**config.mk**
```make
export PLATFORM = sky130hd
export DESIGN_NAME = sac_index
export DESIGN_NICKNAME = d
export VERILOG_FILES = /design/src/design/sac_pkg.sv /design/src/design/sac_index.sv
export SDC_FILE = /design/constraint.sdc
export NUM_CORES = 1
export LEC_CHECK = 0
export BUFFER_PORTS_ARGS = -buffer_cell sky130_fd_sc_hd__buf_2
export CORE_MARGIN = 2
export CORE_UTILIZATION = 31
export DETAILED_ROUTE_END_ITERATION = 16
export PLACE_DENSITY = 0.64
export SYNTH_ARGS = -nofsm -noshare
export SYNTH_HDL_FRONTEND = slang
export SYNTH_SLANG_ARGS = --single-unit
```
**constraint.sdc**
```tcl
create_clock -name vclk -period 3.2
set_clock_uncertainty 0.2 [all_clocks]
set_input_delay 0.64 -clock vclk [all_inputs]
set_output_delay 0.64 -clock vclk [all_outputs]
set_load 0.01 [all_outputs]
```
**src/design/sac_pkg.sv**
```systemverilog
// Shared types and constants for the set-associative LRU tag store.
// No dependencies; imported by every module of the block except sac_tag_ram.
package sac_pkg;

  localparam int ADDR_W     = 32;  // access address
  localparam int TAG_W      = 32;  // stored tag
  localparam int CNT_W      = 32;  // hit / miss totals
  localparam int WAY_OUT_W  = 3;   // way field of a result
  localparam int CFG_W      = 4;   // each config register
  localparam int RAW_IDX_W  = 15;  // masked set index, index_bits tops out at 15
  localparam int NWAY_W     = 5;   // holds an effective way count up to 16
  localparam int APB_ADDR_W = 4;   // three registers at 0x0, 0x4, 0x8
  localparam int APB_DATA_W = 32;

  localparam int DEF_MAX_SETS    = 1024;
  localparam int DEF_MAX_WAYS    = 8;
  localparam int DEF_STAMP_WIDTH = 32;

  localparam logic [1:0] REG_OFFSET_BITS = 2'd0;
  localparam logic [1:0] REG_INDEX_BITS  = 2'd1;
  localparam logic [1:0] REG_WAYS_IN_USE = 2'd2;

  localparam logic [CFG_W-1:0] RST_OFFSET_BITS = 4'd6;
  localparam logic [CFG_W-1:0] RST_INDEX_BITS  = 4'd4;
  localparam logic [CFG_W-1:0] RST_WAYS_IN_USE = 4'd1;

  typedef enum logic [1:0] {
    S_CLEAR,
    S_IDLE,
    S_INDEX,
    S_LOOKUP
  } state_t;

endpackage

```
**src/design/sac_index.sv**
```systemverilog
// Set index unit: address -> set number, reduced modulo the number of rows.
// Depends on sac_pkg. Same-cycle for power-of-two row counts, else ready in the cycle after start.
module sac_index #(
  parameter int MAX_SETS = sac_pkg::DEF_MAX_SETS,
  parameter int SET_W    = 10
) (
  input  logic                        clk,
  input  logic                        rst,
  input  logic                        start,
  input  logic [sac_pkg::ADDR_W-1:0]  address,
  input  logic [sac_pkg::CFG_W-1:0]   offset_bits,
  input  logic [sac_pkg::CFG_W-1:0]   index_bits,
  output logic                        done,
  output logic [SET_W-1:0]            set_idx
);
  import sac_pkg::*;

  localparam bit IS_POW2 = (MAX_SETS & (MAX_SETS - 1)) == 0;

  logic [ADDR_W-1:0]    shifted;
  logic [ADDR_W-1:0]    idx_mask;
  logic [ADDR_W-1:0]    raw32;

  assign shifted  = address >> offset_bits;
  assign idx_mask = (ADDR_W'(1) << index_bits) - ADDR_W'(1);
  assign raw32    = shifted & idx_mask;

  if (IS_POW2) begin : g_pow2
    assign done    = start;
    assign set_idx = SET_W'(raw32 & ADDR_W'(MAX_SETS - 1));
  end else begin : g_recip
    // raw % M via q = (raw * floor(2^32/M)) >> 32, low by at most one
    localparam logic [32:0] RECIP = 33'((64'd1 << 32) / MAX_SETS);
    localparam logic [31:0] MODV  = 32'(MAX_SETS);

    logic                 busy;
    logic [RAW_IDX_W-1:0] raw;
    logic [RAW_IDX_W-1:0] raw_q;
    logic [47:0]          prod_q;
    logic [15:0]          quot;
    logic [31:0]          qm;
    logic [31:0]          rem;
    logic [31:0]          rem_fix;

    assign raw = raw32[RAW_IDX_W-1:0];

    always_ff @(posedge clk) begin
      if (rst) begin
        busy <= 1'b0;
      end else begin
        busy <= start;
      end
    end

    always_ff @(posedge clk) begin
      raw_q  <= raw;
      prod_q <= 48'(raw) * 48'(RECIP);
    end

    assign quot    = prod_q[47:32];
    assign qm      = 32'(quot) * MODV;
    assign rem     = 32'(raw_q) - qm;
    assign rem_fix = (rem >= MODV) ? rem - MODV : rem;
    assign done    = busy;
    assign set_idx = SET_W'(rem_fix);
  end

endmodule

```
==> results_dict.tcl <==
set metrics [dict create \
    fin_ws_ns 0.1140 \
    wl_um 2617 \
    final-max-slew-violation-count 0 \
    required_ns 2.36 \
    relSlewSlack_pct 77.15 \
    finalSetupTns_ns 0 \
    criticalPathCategory "in2out" \
    dp_hpwl_um 2247 \
    finalInstanceArea_um2 1225 \
    startpoint "offset_bits[1]" \
    path_max_fanout 17 \
    synth_top_family_by_area "multiplexers" \
    vias_per_cell 5.639 \
    min_from "start" \
    synthMuxAreaShare_pct 56.22 \
    timing.final.crit_period_ns 3.086 \
    timing.hold.ws_ns 1.080 \
    ys_top_cells_by_area "mux4_2 43%, mux2i_1 7.0%, mux2_2 6.7%, a211oi_1 4.5%, nand2_1 4.5%" \
    grt_max_degree 19 \
    ys_seq_area_share_pct 0 \
    powerDensity_nw_per_um2 156.8 \
    design.seq.count 0 \
    grt_first_pass_wirelength_um 4312 \
    syn_to_final_growth_pct 21.77 \
    die_area_um2 3717 \
    timing.final.hold_violations 0 \
    dpl_worst_slack_ns 0.03999 \
    clkbuf_count 0 \
    tightest_slew_ns 0.3380 \
    synth_fa_ha_area_share_pct 1.244 \
    syn-cell-area_um2 1006 \
    syn_avg_cell_area_um2 9.581 \
    drc 0 \
    die_h_um 60.97 \
    avgRoutedWirePerCell_um 14.30 \
    synthSimpleGateAreaFrac_pct 15.30 \
    synth_top_area_share_pct 42.54 \
    grt.overflow.total 0 \
    start_util_pct 32.68 \
    antenna_left 0 \
    hold_path_class "in2out" \
    syn_inst 105 \
    seq_area_um2 0 \
    num_rows 20 \
    port_buffers 43 \
    drtIter0Drc 51 \
    synth_fp_nets 149 \
    start_kind "input port" \
    outcome "complete, no violations" \
    leakage_nw 0.5124 \
    grt_pass1_vias 951 \
    synthDistinctLibCells 32 \
    setup_viol 0 \
    final_util_pct 39.80 \
    synth_xor_area_share_pct 0.8706 \
    antenna_cells 0 \
    worst_ep_arrival_time_ns 2.25 \
    worstSetupEndpointType "output port" \
    peakVddDrop_uv 75.80 \
    yosysWarnings 0 \
    drv_cap 0 \
    antenna_found_initial 0 \
    synth_compound_area_share_pct 17.41 \
    layout_commonest_cell "buf_2" \
    synth_area_leader_cell "mux4_2" \
    gp_congestion 0.7910 \
    core_um2 3078 \
    postCtsSetupBuffers 0 \
    fillers 327 \
    dpl_cell_area_um2 1220 \
    nets 185 \
    ios 54 \
    final_cell_mix "42 x buf_2, 19 x mux4_2, 12 x nand2_1" \
    period_share_pct 96.44 \
    track_usage_pct 14.78 \
    rsz0062_at_grt "false" \
    drtPass1Iterations 4 \
    die_x_um 60.97 \
    layout-drive-gt1-share_pct 52.52 \
    num_vias 1032 \
    max_freq_mhz 324.0 \
]
[area by class of cell]
class / instances / area (um^2) / area share (%)
inverter: 3 / 11.26 / 0.9193
timing repair buffer: 46 / 240.2 / 19.61
tap: 44 / 55.05 / 4.494
multi-input combinational: 90 / 918.4 / 74.97
[report_power, final]
group,switching [mW],internal (mW)
sequential,0,0
clock,0,0
combinational,0.0920,0.100
total,0.0920,0.100
[cell families (layout without fill, tap and decap cells)]
| kind of cell | after synthesis | count (layout) |
|---|---|---|
| mux | 32 | 32 |
| fa+ha+maj | 1 | 1 |
| buf+inv | 15 | 49 |
| xor+xnor | 1 | 1 |
| compound gates | 25 | 25 |
| simple gates | 31 | 31 |
[timing repair]
action / 4_1_cts / 5_1_grt
hold buffers: 0 / 0
setup endpoints to repair: 0 / 2
resized for setup: 0 / 2
endpoints found under the hold margin: 0 / 0
[per-layer routing]
layer | GRT usage [%] | up-vias | part of all wire, % | routed length (um)
met3 | 1.919 | 2 | 8.1 | 211
met1 | 20.79 | 494 | 46 | 1213
met2 | 25.50 | 38 | 45 | 1174
li1 | - | 498 | - | -
met4 | 0.9317 | 0 | 0.65 | 17
met5 | 0 | - | 0 | 0
[critical path, cell delays in order]
cell	delay (ns)
buf_2	0.18
buf_4	0.27
mux4_2	0.33
mux4_2	0.50
and3b_1	0.18
buf_2	0.13
[per-stage QoR]
stage,total power [mW],std cells
2_1_floorplan,0.1316,105
3_3_place_gp,0.1876,183
3_5_place_dp,0.1918,183
4_1_cts,0.1924,183
5_1_grt,0.2117,183
6_report,0.1921,183
[cells in the mapped netlist, types with 2 or more instances]
library cell  instances
a211oi_1              6
a21oi_1               4
a31oi_1               2
and2_1                4
and3_1                3
buf_4                 3
buf_6                 3
clkbuf_1              5
inv_1                 3
mux2_2                6
mux2i_1               7
mux4_2               19
nand2_1              12
nor2_1                6
o211ai_1              2
o21ai_0               4
[path summary, 6_finish.rpt]
check / to / cells past startpoint / slack, ns
hold / removal: done / 0 / 1.08
setup / recovery: set_idx[9] / 6 / 0.11
No activity file was read; power rests on OpenSTA's default activity.
