$ cat config.mk
export PLATFORM = sky130hd
export DESIGN_NAME = sac_way_sel
export DESIGN_NICKNAME = d
export VERILOG_FILES = /design/src/design/sac_pkg.sv /design/src/design/sac_way_sel.sv
export SDC_FILE = /design/constraint.sdc
export NUM_CORES = 1
export LEC_CHECK = 0
export ABC_CLOCK_PERIOD_IN_PS = 32299
export BUFFER_PORTS_ARGS = -buffer_cell sky130_fd_sc_hd__buf_2
export CAP_MARGIN = 25
export CORE_AREA = 8 8 430 432
export DETAILED_ROUTE_END_ITERATION = 6
export DIE_AREA = 0 0 438 440
export SYNTH_ARGS = -nofsm -noshare
export SYNTH_HDL_FRONTEND = slang
export SYNTH_SLANG_ARGS = --single-unit
$ cat constraint.sdc
create_clock -name vclk -period 32.3
set_input_delay 4.845 -clock vclk [all_inputs]
set_output_delay 4.845 -clock vclk [all_outputs]
set_load 0.05 [all_outputs]
$ cat src/design/sac_pkg.sv
// Shared types and constants for the set-associative LRU tag store.
// No dependencies; imported by every module of the block except sac_tag_ram.
package sac_pkg;

  localparam int ADDR_W     = 32;  // access address
  localparam int TAG_W      = 32;  // stored tag
  localparam int CNT_W      = 32;  // hit / miss totals
  localparam int WAY_OUT_W  = 3;   // way field of a result
  localparam int CFG_W      = 4;   // each config register
  localparam int RAW_IDX_W  = 15;  // masked set index, index_bits tops out at 15
  localparam int NWAY_W     = 5;   // holds an effective way count up to 16
  localparam int APB_ADDR_W = 4;   // three registers at 0x0, 0x4, 0x8
  localparam int APB_DATA_W = 32;

  localparam int DEF_MAX_SETS    = 1024;
  localparam int DEF_MAX_WAYS    = 8;
  localparam int DEF_STAMP_WIDTH = 32;

  localparam logic [1:0] REG_OFFSET_BITS = 2'd0;
  localparam logic [1:0] REG_INDEX_BITS  = 2'd1;
  localparam logic [1:0] REG_WAYS_IN_USE = 2'd2;

  localparam logic [CFG_W-1:0] RST_OFFSET_BITS = 4'd6;
  localparam logic [CFG_W-1:0] RST_INDEX_BITS  = 4'd4;
  localparam logic [CFG_W-1:0] RST_WAYS_IN_USE = 4'd1;

  typedef enum logic [1:0] {
    S_CLEAR,
    S_IDLE,
    S_INDEX,
    S_LOOKUP
  } state_t;

endpackage

$ cat src/design/sac_way_sel.sv
// Way search and LRU victim pick for one set row, plus the updated row.
// Depends on sac_pkg. Victim found by a min tree over the way stamps.
module sac_way_sel #(
  parameter int MAX_WAYS = sac_pkg::DEF_MAX_WAYS,
  parameter int STAMP_W  = sac_pkg::DEF_STAMP_WIDTH,
  parameter int WAY_W    = 3,
  parameter int LINE_W   = 65
) (
  input  logic [MAX_WAYS*LINE_W-1:0] row,
  input  logic [sac_pkg::TAG_W-1:0]  tag,
  input  logic [MAX_WAYS-1:0]        way_en,
  input  logic [STAMP_W-1:0]         stamp,
  output logic                       hit,
  output logic [WAY_W-1:0]           way,
  output logic [MAX_WAYS*LINE_W-1:0] row_new
);
  import sac_pkg::*;

  localparam int P = 1 << WAY_W;

  logic [MAX_WAYS-1:0] line_vld;
  logic [TAG_W-1:0]    line_tag [MAX_WAYS];
  logic [STAMP_W-1:0]  line_st  [MAX_WAYS];
  logic [MAX_WAYS-1:0] match;
  logic [WAY_W-1:0]    hit_way;
  logic [WAY_W-1:0]    victim;

  logic [STAMP_W-1:0]  node_st  [WAY_W+1][P];
  logic [WAY_W-1:0]    node_way [WAY_W+1][P];
  logic                node_en  [WAY_W+1][P];

  always_comb begin
    for (int w = 0; w < MAX_WAYS; w++) begin
      line_vld[w] = row[w*LINE_W + LINE_W - 1];
      line_tag[w] = row[w*LINE_W + STAMP_W +: TAG_W];
      line_st[w]  = row[w*LINE_W +: STAMP_W];
      match[w]    = way_en[w] && line_vld[w] && (line_tag[w] == tag);
    end
  end

  // lowest matching way wins
  always_comb begin
    hit_way = '0;
    for (int w = MAX_WAYS - 1; w >= 0; w--) begin
      if (match[w]) begin
        hit_way = WAY_W'(w);
      end
    end
  end

  // min tree, ties keep the lower way
  always_comb begin
    for (int l = 0; l <= WAY_W; l++) begin
      for (int i = 0; i < P; i++) begin
        node_st[l][i]  = '0;
        node_way[l][i] = '0;
        node_en[l][i]  = 1'b0;
      end
    end
    for (int i = 0; i < P; i++) begin
      if (i < MAX_WAYS) begin
        node_st[0][i]  = line_st[i];
        node_way[0][i] = WAY_W'(i);
        node_en[0][i]  = way_en[i];
      end
    end
    for (int l = 0; l < WAY_W; l++) begin
      for (int i = 0; i < (P >> (l + 1)); i++) begin
        if (node_en[l][2*i+1] &&
            (!node_en[l][2*i] || (node_st[l][2*i+1] < node_st[l][2*i]))) begin
          node_st[l+1][i]  = node_st[l][2*i+1];
          node_way[l+1][i] = node_way[l][2*i+1];
          node_en[l+1][i]  = 1'b1;
        end else begin
          node_st[l+1][i]  = node_st[l][2*i];
          node_way[l+1][i] = node_way[l][2*i];
          node_en[l+1][i]  = node_en[l][2*i];
        end
      end
    end
  end

  // only a stamp older than the current one displaces way 0
  assign victim = (node_en[WAY_W][0] && (node_st[WAY_W][0] < stamp)) ?
                  node_way[WAY_W][0] : '0;

  assign hit = |match;
  assign way = hit ? hit_way : victim;

  always_comb begin
    row_new = row;
    for (int w = 0; w < MAX_WAYS; w++) begin
      if (WAY_W'(w) == way) begin
        row_new[w*LINE_W +: LINE_W] = {1'b1, tag, stamp};
      end
    end
  end

endmodule

==> flow_metrics.py, run 1 <==
metrics = {
    "placement": {
        "postPlaceCellArea_sq_um": 27500,
        "dpl_worst_slack_ns": 6.49,
        "dp_hpwl_microns": 167000,
        "gp_congestion": 0.977,
        "port_buffers": 1116,
    },
    "pwr": {
        "powerDensity_nw_per_um2": 72.9,
        "leakagePower_nw": 13.6,
        "power_mw": 2.02,
        "irDropWorstVdd_mv": 0.0520,
    },
    "timing": {
        "slew-limit-headroom_pct": 25.3,
        "worst_pin_slew_ns": 1.12,
        "setup_tns_ns": 0,
        "slew_viol_final": 0,
        "rsz0062_at_grt": "false",
        "setup_viol": 0,
        "fmax_mhz": 39.6,
        "finalHoldViolCount": 0,
        "fin_crit_ns": 25.22,
        "worst_slack_ns": 7.08,
        "finalCritPeriodShare_pct": 78.1,
    },
    "finish": {
        "seq_cell_count": 0,
        "multiInputGateArea_sq_um": 17700,
        "regArea_sq_um": 0,
        "syn2layout_area_growth_pct": 46.0,
        "layout-drive-gt1-share_pct": 43.5,
        "final_core_util_pct": 15.6,
        "fin_nets": 4253,
        "fillers": 20400,
        "stdcell_area_sq_um": 27800,
        "clock_buffers": 0,
    },
    "yosys": {
        "ys_warn_count": 0,
        "synth_nets": 3218,
        "yosysUniqueCellTypes": 71,
        "yosysSeqAreaShare_pct": 0,
        "synth_cells": 2378,
        "syn_area_sq_um": 19000,
        "avgSynthCellArea_sq_um": 8.00,
    },
    "critical_path": {
        "worstPathArrival_ns": 20.38,
        "crit_required_ns": 27.45,
        "slowest_stage": "and2_2",
        "endpoint_kind": "output pin",
        "start_kind": "input port",
        "slowest_delay_ns": 0.86,
        "critical_path_class": "in2out",
        "cp_max_fo": 34,
        "cpMostUsedCell": "a21oi_1",
    },
    "floorplanning": {
        "die_h_microns": 440,
        "die_w_microns": 438,
        "rows": 155,
        "pin_count": 1116,
        "initial_core_util_pct": 10.7,
        "die_area_sq_um": 193000,
        "coreArea_sq_um": 178000,
    },
    "clocking": {
        "cts_resized": 0,
        "postCtsHoldBufs": 0,
        "cts_setup_buffers": 0,
    },
    "min_path": {
        "min_path_cells": 4,
        "hp-class": "in2out",
    },
    "run": {
        "maxCapViolCount": 0,
    },
    "detailed_routing": {
        "vias": 25100,
        "routedWlPerCell_microns": 32.5,
        "drc": 0,
        "wirelength_microns": 189000,
        "vias_per_cell": 4.31,
        "ant_nets": 0,
        "drtIter0Drc": 2020,
        "first_pass_iters": 5,
    },
    "global_route": {
        "grt_max_degree": 58,
        "gr-total-overflow": 0,
        "grt_pass1_vias": 25500,
        "grt_pass1_wl_microns": 240000,
        "antenna_found_initial": 59,
        "track_usage_pct": 18.1,
    },
    "run_status": {
        "status": "finished clean",
    },
}
[metal layers]
| metal | GRT usage [%] | vias up | wire, microns | share of wire (%) |
|---|---|---|---|---|
| li1 | - | 10800 | - | - |
| met1 | 19.4 | 12400 | 67100 | 35 |
| met2 | 33.1 | 1597 | 96700 | 51 |
| met3 | 3.79 | 316 | 14100 | 7.4 |
| met4 | 10.1 | 10 | 11400 | 6.0 |
| met5 | 0 | - | 70 | 0.037 |
[critical path, delay by kind of cell]
kind                     cells  cell delay [ns]
AO/OA/AOI/OAI               25             7.28
adder cells (fa/ha/maj)      4             1.21
buffers and inverters        9             2.90
multiplexers                 3             1.39
AND/OR/NAND/NOR              7             2.55
[worst paths after layout]
| path | startpoint | end | slack (ns) |
|---|---|---|---|
| worst min-delay path | row[155] | row_new[155] | 10.13 |
| worst max-delay path | row[133] | row_new[176] | 7.08 |
[metrics by stage]
step	hold slack, ns	instances
2_1_floorplan	9.94	2378
3_3_place_gp	10.12	5759
3_5_place_dp	10.13	5762
4_1_cts	10.13	5762
5_1_grt	10.14	5809
6_report	10.13	5820
[kinds of logic after synthesis]
logic type / after synthesis / synth area share [%]
multiplexers: 699 / 39.5
AND/OR/NAND/NOR: 502 / 13.8
buffers and inverters: 383 / 8.37
AO/OA/AOI/OAI: 289 / 10.2
XOR/XNOR: 257 / 11.8
adder cells (fa/ha/maj): 248 / 16.3
[cell usage in the layout (no fill, tap or decap), types with 11 or more instances in the layout]
cell type	count
a211oi_1	11
a21o_1	56
a21oi_1	92
buf_2	1118
buf_4	59
diode_2	54
ha_1	248
inv_1	235
mux2_1	165
mux2_2	254
mux2i_1	280
nand2_1	103
nand3_1	34
nand4_1	63
nor2_1	100
nor3_1	26
nor4_1	95
o21ai_0	43
or2_2	12
xnor2_1	50
xor2_1	205
[Yosys cell counts, types with 5 or more instances]
cell,n,area [sq um]
mux2i_1,280,2800
mux2_2,254,2860
ha_1,248,3100
inv_1,235,882
xor2_1,207,1810
mux2_1,165,1860
nand2_1,104,390
nor4_1,104,651
nor2_1,102,383
a21oi_1,92,460
clkbuf_1,81,304
nand4_1,63,394
a21o_1,56,420
xnor2_1,50,438
o21ai_0,44,220
buf_2,34,170
nand3_1,34,170
nor3_1,26,130
buf_1,13,48.8
or2_2,12,75.1
a211oi_1,11,82.6
buf_4,10,75.1
buf_6,10,113
a211o_1,9,78.8
nand2b_1,9,56.3
nand4b_1,7,61.3
nor2b_1,7,43.8
o211ai_1,7,52.6
a31oi_1,6,37.5
or4_1,6,45.0
and3_1,5,31.3
o2111ai_1,5,43.8
o21a_1,5,37.5
[area by class of cell]
| type | instances | area share, % |
|---|---|---|
| multi-input combinational | 1995 | 63.6 |
| timing repair buffer | 1181 | 22.1 |
| inverter | 235 | 3.18 |
| tap | 2355 | 10.6 |
| antenna | 54 | 0.487 |
[power breakdown]
| part | leakage [nW] | internal (mW) | switching (mW) |
|---|---|---|---|
| registers | 0 | 0 | 0 |
| logic | 13.6 | 0.540 | 1.48 |
| clock network | 0.000342 | 0.000000174 | 0 |
(Power assumes the default switching activity.)
==> inputs of run 2 (changes only) <==
--- a/config.mk
+++ b/config.mk
@@ -5,12 +5,13 @@
 export SDC_FILE = /design/constraint.sdc
 export NUM_CORES = 1
 export LEC_CHECK = 0
-export ABC_CLOCK_PERIOD_IN_PS = 32299
+export ABC_AREA = 1
+export ABC_CLOCK_PERIOD_IN_PS = 22500
 export BUFFER_PORTS_ARGS = -buffer_cell sky130_fd_sc_hd__buf_2
 export CAP_MARGIN = 25
-export CORE_AREA = 8 8 430 432
+export CORE_AREA = 8 8 428 430
 export DETAILED_ROUTE_END_ITERATION = 6
-export DIE_AREA = 0 0 438 440
+export DIE_AREA = 0 0 436 438
 export SYNTH_ARGS = -nofsm -noshare
 export SYNTH_HDL_FRONTEND = slang
 export SYNTH_SLANG_ARGS = --single-unit
==> constraint.sdc (replaced) <==
create_clock -name vclk -period 22.5
set_input_delay 3.375 -clock vclk [all_inputs]
set_output_delay 3.375 -clock vclk [all_outputs]
set_load 0.05 [all_outputs]
==> run 2 against run 1 <==
  * Cell count up 30%
  * The run now ends with DRC left
  * Global-route usage increased by 7.1 points
  * Worst setup slack worse by 4.0 ns
  * Via count up 48%
  * Synthesized area is 10% higher
  * Routed wire length rose by 38%
  * Highest routed layer unchanged
  * Design area grew 4.7%
  * First-iteration DRC count grew to 2.9 times the previous value
==> flow_metrics.py, run 2 <==
metrics = {
    "pwr": {
        "irDropWorstVdd_mv": 0.164,
        "powerDensity_nw_per_um2": 154,
        "leakagePower_nw": 16.4,
    },
    "placement": {
        "dp_hpwl_microns": 222000,
        "gp_congestion": 1.12,
        "port_buffers": 1116,
        "dpl_worst_slack_ns": 3.53,
        "dp.cells": 7474,
    },
    "global_route": {
        "gr-total-overflow": 0,
        "grt_max_degree": 130,
        "antenna_found_initial": 100,
        "grt_pass1_wl_microns": 330000,
        "track_usage_pct": 25.2,
        "grt_pass1_vias": 32800,
    },
    "timing": {
        "hold_ws_ns": 7.15,
        "slew_viol_final": 0,
        "fin_crit_ns": 19.44,
        "finalHoldViolCount": 0,
        "worst_pin_slew_ns": 1.19,
        "setup_viol": 0,
        "slew-limit-headroom_pct": 19.9,
        "setup_tns_ns": 0,
        "rsz0062_at_grt": "false",
        "finalCritPeriodShare_pct": 86.4,
        "fmax_mhz": 51.4,
        "worst_slack_ns": 3.06,
    },
    "floorplanning": {
        "die_w_microns": 436,
        "rows": 155,
        "die_h_microns": 438,
        "pin_count": 1116,
        "initial_core_util_pct": 11.9,
        "die_area_sq_um": 191000,
        "coreArea_sq_um": 177000,
    },
    "finish": {
        "syn2layout_area_growth_pct": 38.6,
        "fin_nets": 5963,
        "clock_buffers": 0,
        "seq_cell_count": 0,
        "final_common_cell": "nand2_1",
        "layout-drive-gt1-share_pct": 25.1,
        "layout_common_cells": "nand2_1, buf_2, nand3_1, inv_1, o21ai_0",
        "regArea_sq_um": 0,
        "post_layout_nonfiller_instances": 7582,
    },
    "detailed_routing": {
        "route.met2.wl_microns": 105000,
        "drt-met1-wl_microns": 101000,
        "vias": 37000,
        "first_pass_iters": 7,
        "wirelength_microns": 261000,
        "highest_layer": "met5",
        "drtIter0Drc": 5797,
        "routedWlPerCell_microns": 34.4,
        "vias_per_cell": 4.88,
        "dr_wl_met3_microns": 34400,
        "drc": 20,
        "ant_nets": 0,
    },
    "run": {
        "maxCapViolCount": 0,
    },
    "yosys": {
        "synth_cells": 4236,
        "synth_nets": 5076,
        "synth.most_common_cell": "nand2_1",
        "yosysUniqueCellTypes": 47,
        "avgSynthCellArea_sq_um": 4.95,
        "yosysSeqAreaShare_pct": 0,
        "synth_common_cells": "nand2_1, nand3_1, inv_1",
        "syn_area_sq_um": 21000,
        "yosys.area.top_type_share_pct": 32.0,
        "yosys-top-cells-area": "nand2_1, ha_1, nand3_1",
        "ys_warn_count": 0,
        "yosys.area.top_type": "nand2_1",
    },
    "run_status": {
        "violations": "DRC",
        "status": "complete, but fails checks",
    },
    "clocking": {
        "postCtsHoldBufs": 0,
        "cts_resized": 0,
        "cts_setup_buffers": 0,
    },
    "critical_path": {
        "cpMostUsedCell": "nand2_1",
        "cp_max_fo": 74,
        "critical_path_class": "in2out",
        "crit_required_ns": 19.12,
        "worstPathArrival_ns": 16.07,
        "slowest_delay_ns": 0.81,
        "start_kind": "input port",
        "endpoint_kind": "output pin",
        "slowest_stage": "buf_4",
    },
    "min_path": {
        "hp-class": "in2out",
    },
}
==> run 2: cell types whose count changed after synthesis, moves of 51 or more <==
cell      delta
nand3_1    +425
a21o_1      -56
inv_1      +120
or2_2       +63
buf_2       +96
clkbuf_1    +51
o21ai_0    +227
xor2_1     -187
nand2_1   +1684
nor2_1      +71
mux2i_1    -280
mux2_2     -254
mux2_1     -165
==> run 2: area by class of cell <==
| class | count | area [sq um] |
|---|---|---|
| diodes | 106 | 265 |
| fillers | 21100 | 148000 |
| inverters | 360 | 1350 |
| multi-input cells | 3582 | 18400 |
| well taps | 2355 | 2950 |
| repair buffers | 1179 | 6090 |
==> run 2: final timing paths <==
path	startpoint	endpoint	slack, ns	cells after the start
hold / removal	row[158]	row_new[158]	7.15	4
setup / recovery	row[289]	row_new[467]	3.06	50
==> run 2: power breakdown <==
group,switching (mW),internal [mW]
Combinational,3.72,0.752
Sequential,0,0
Clock,0,0.000000562
Total,3.72,0.752
==> run 2: critical path: cells and delay by family <==
family / cells / cell delay [ns]
buffers and inverters: 8 / 3.51
AOI/OAI and AO/OA: 9 / 2.08
adders and majority gates: 4 / 1.34
and+or+nand+nor: 29 / 5.60
==> run 2: stage by stage <==
| stage | power, mW | cell area, sq um | util [%] |
|---|---|---|---|
| 6_report | 4.48 | 29100 | 16.4 |
| 2_1_floorplan | 2.83 | 21000 | - |
| 5_1_grt | 4.66 | 29000 | 16.4 |
| 3_5_place_dp | 4.44 | 28800 | 16.3 |
| 3_3_place_gp | 4.45 | 28800 | 16.3 |
| 4_1_cts | 4.45 | 28800 | 16.3 |
==> run 2: cells by family after synthesis <==
logic type                 share of synthesized area (%)
adders and majority gates                           14.8
xor gates and xnor gates                            2.76
and+or+nand+nor                                     55.2
buffers and inverters                               12.7
AOI/OAI and AO/OA                                   14.5
==> run 2: layer usage <==
layer	vias to the layer above	track usage (%)
li1	15800	-
met1	17400	31.6
met2	3137	36.0
met3	624	9.93
met4	35	15.4
met5	-	0.655
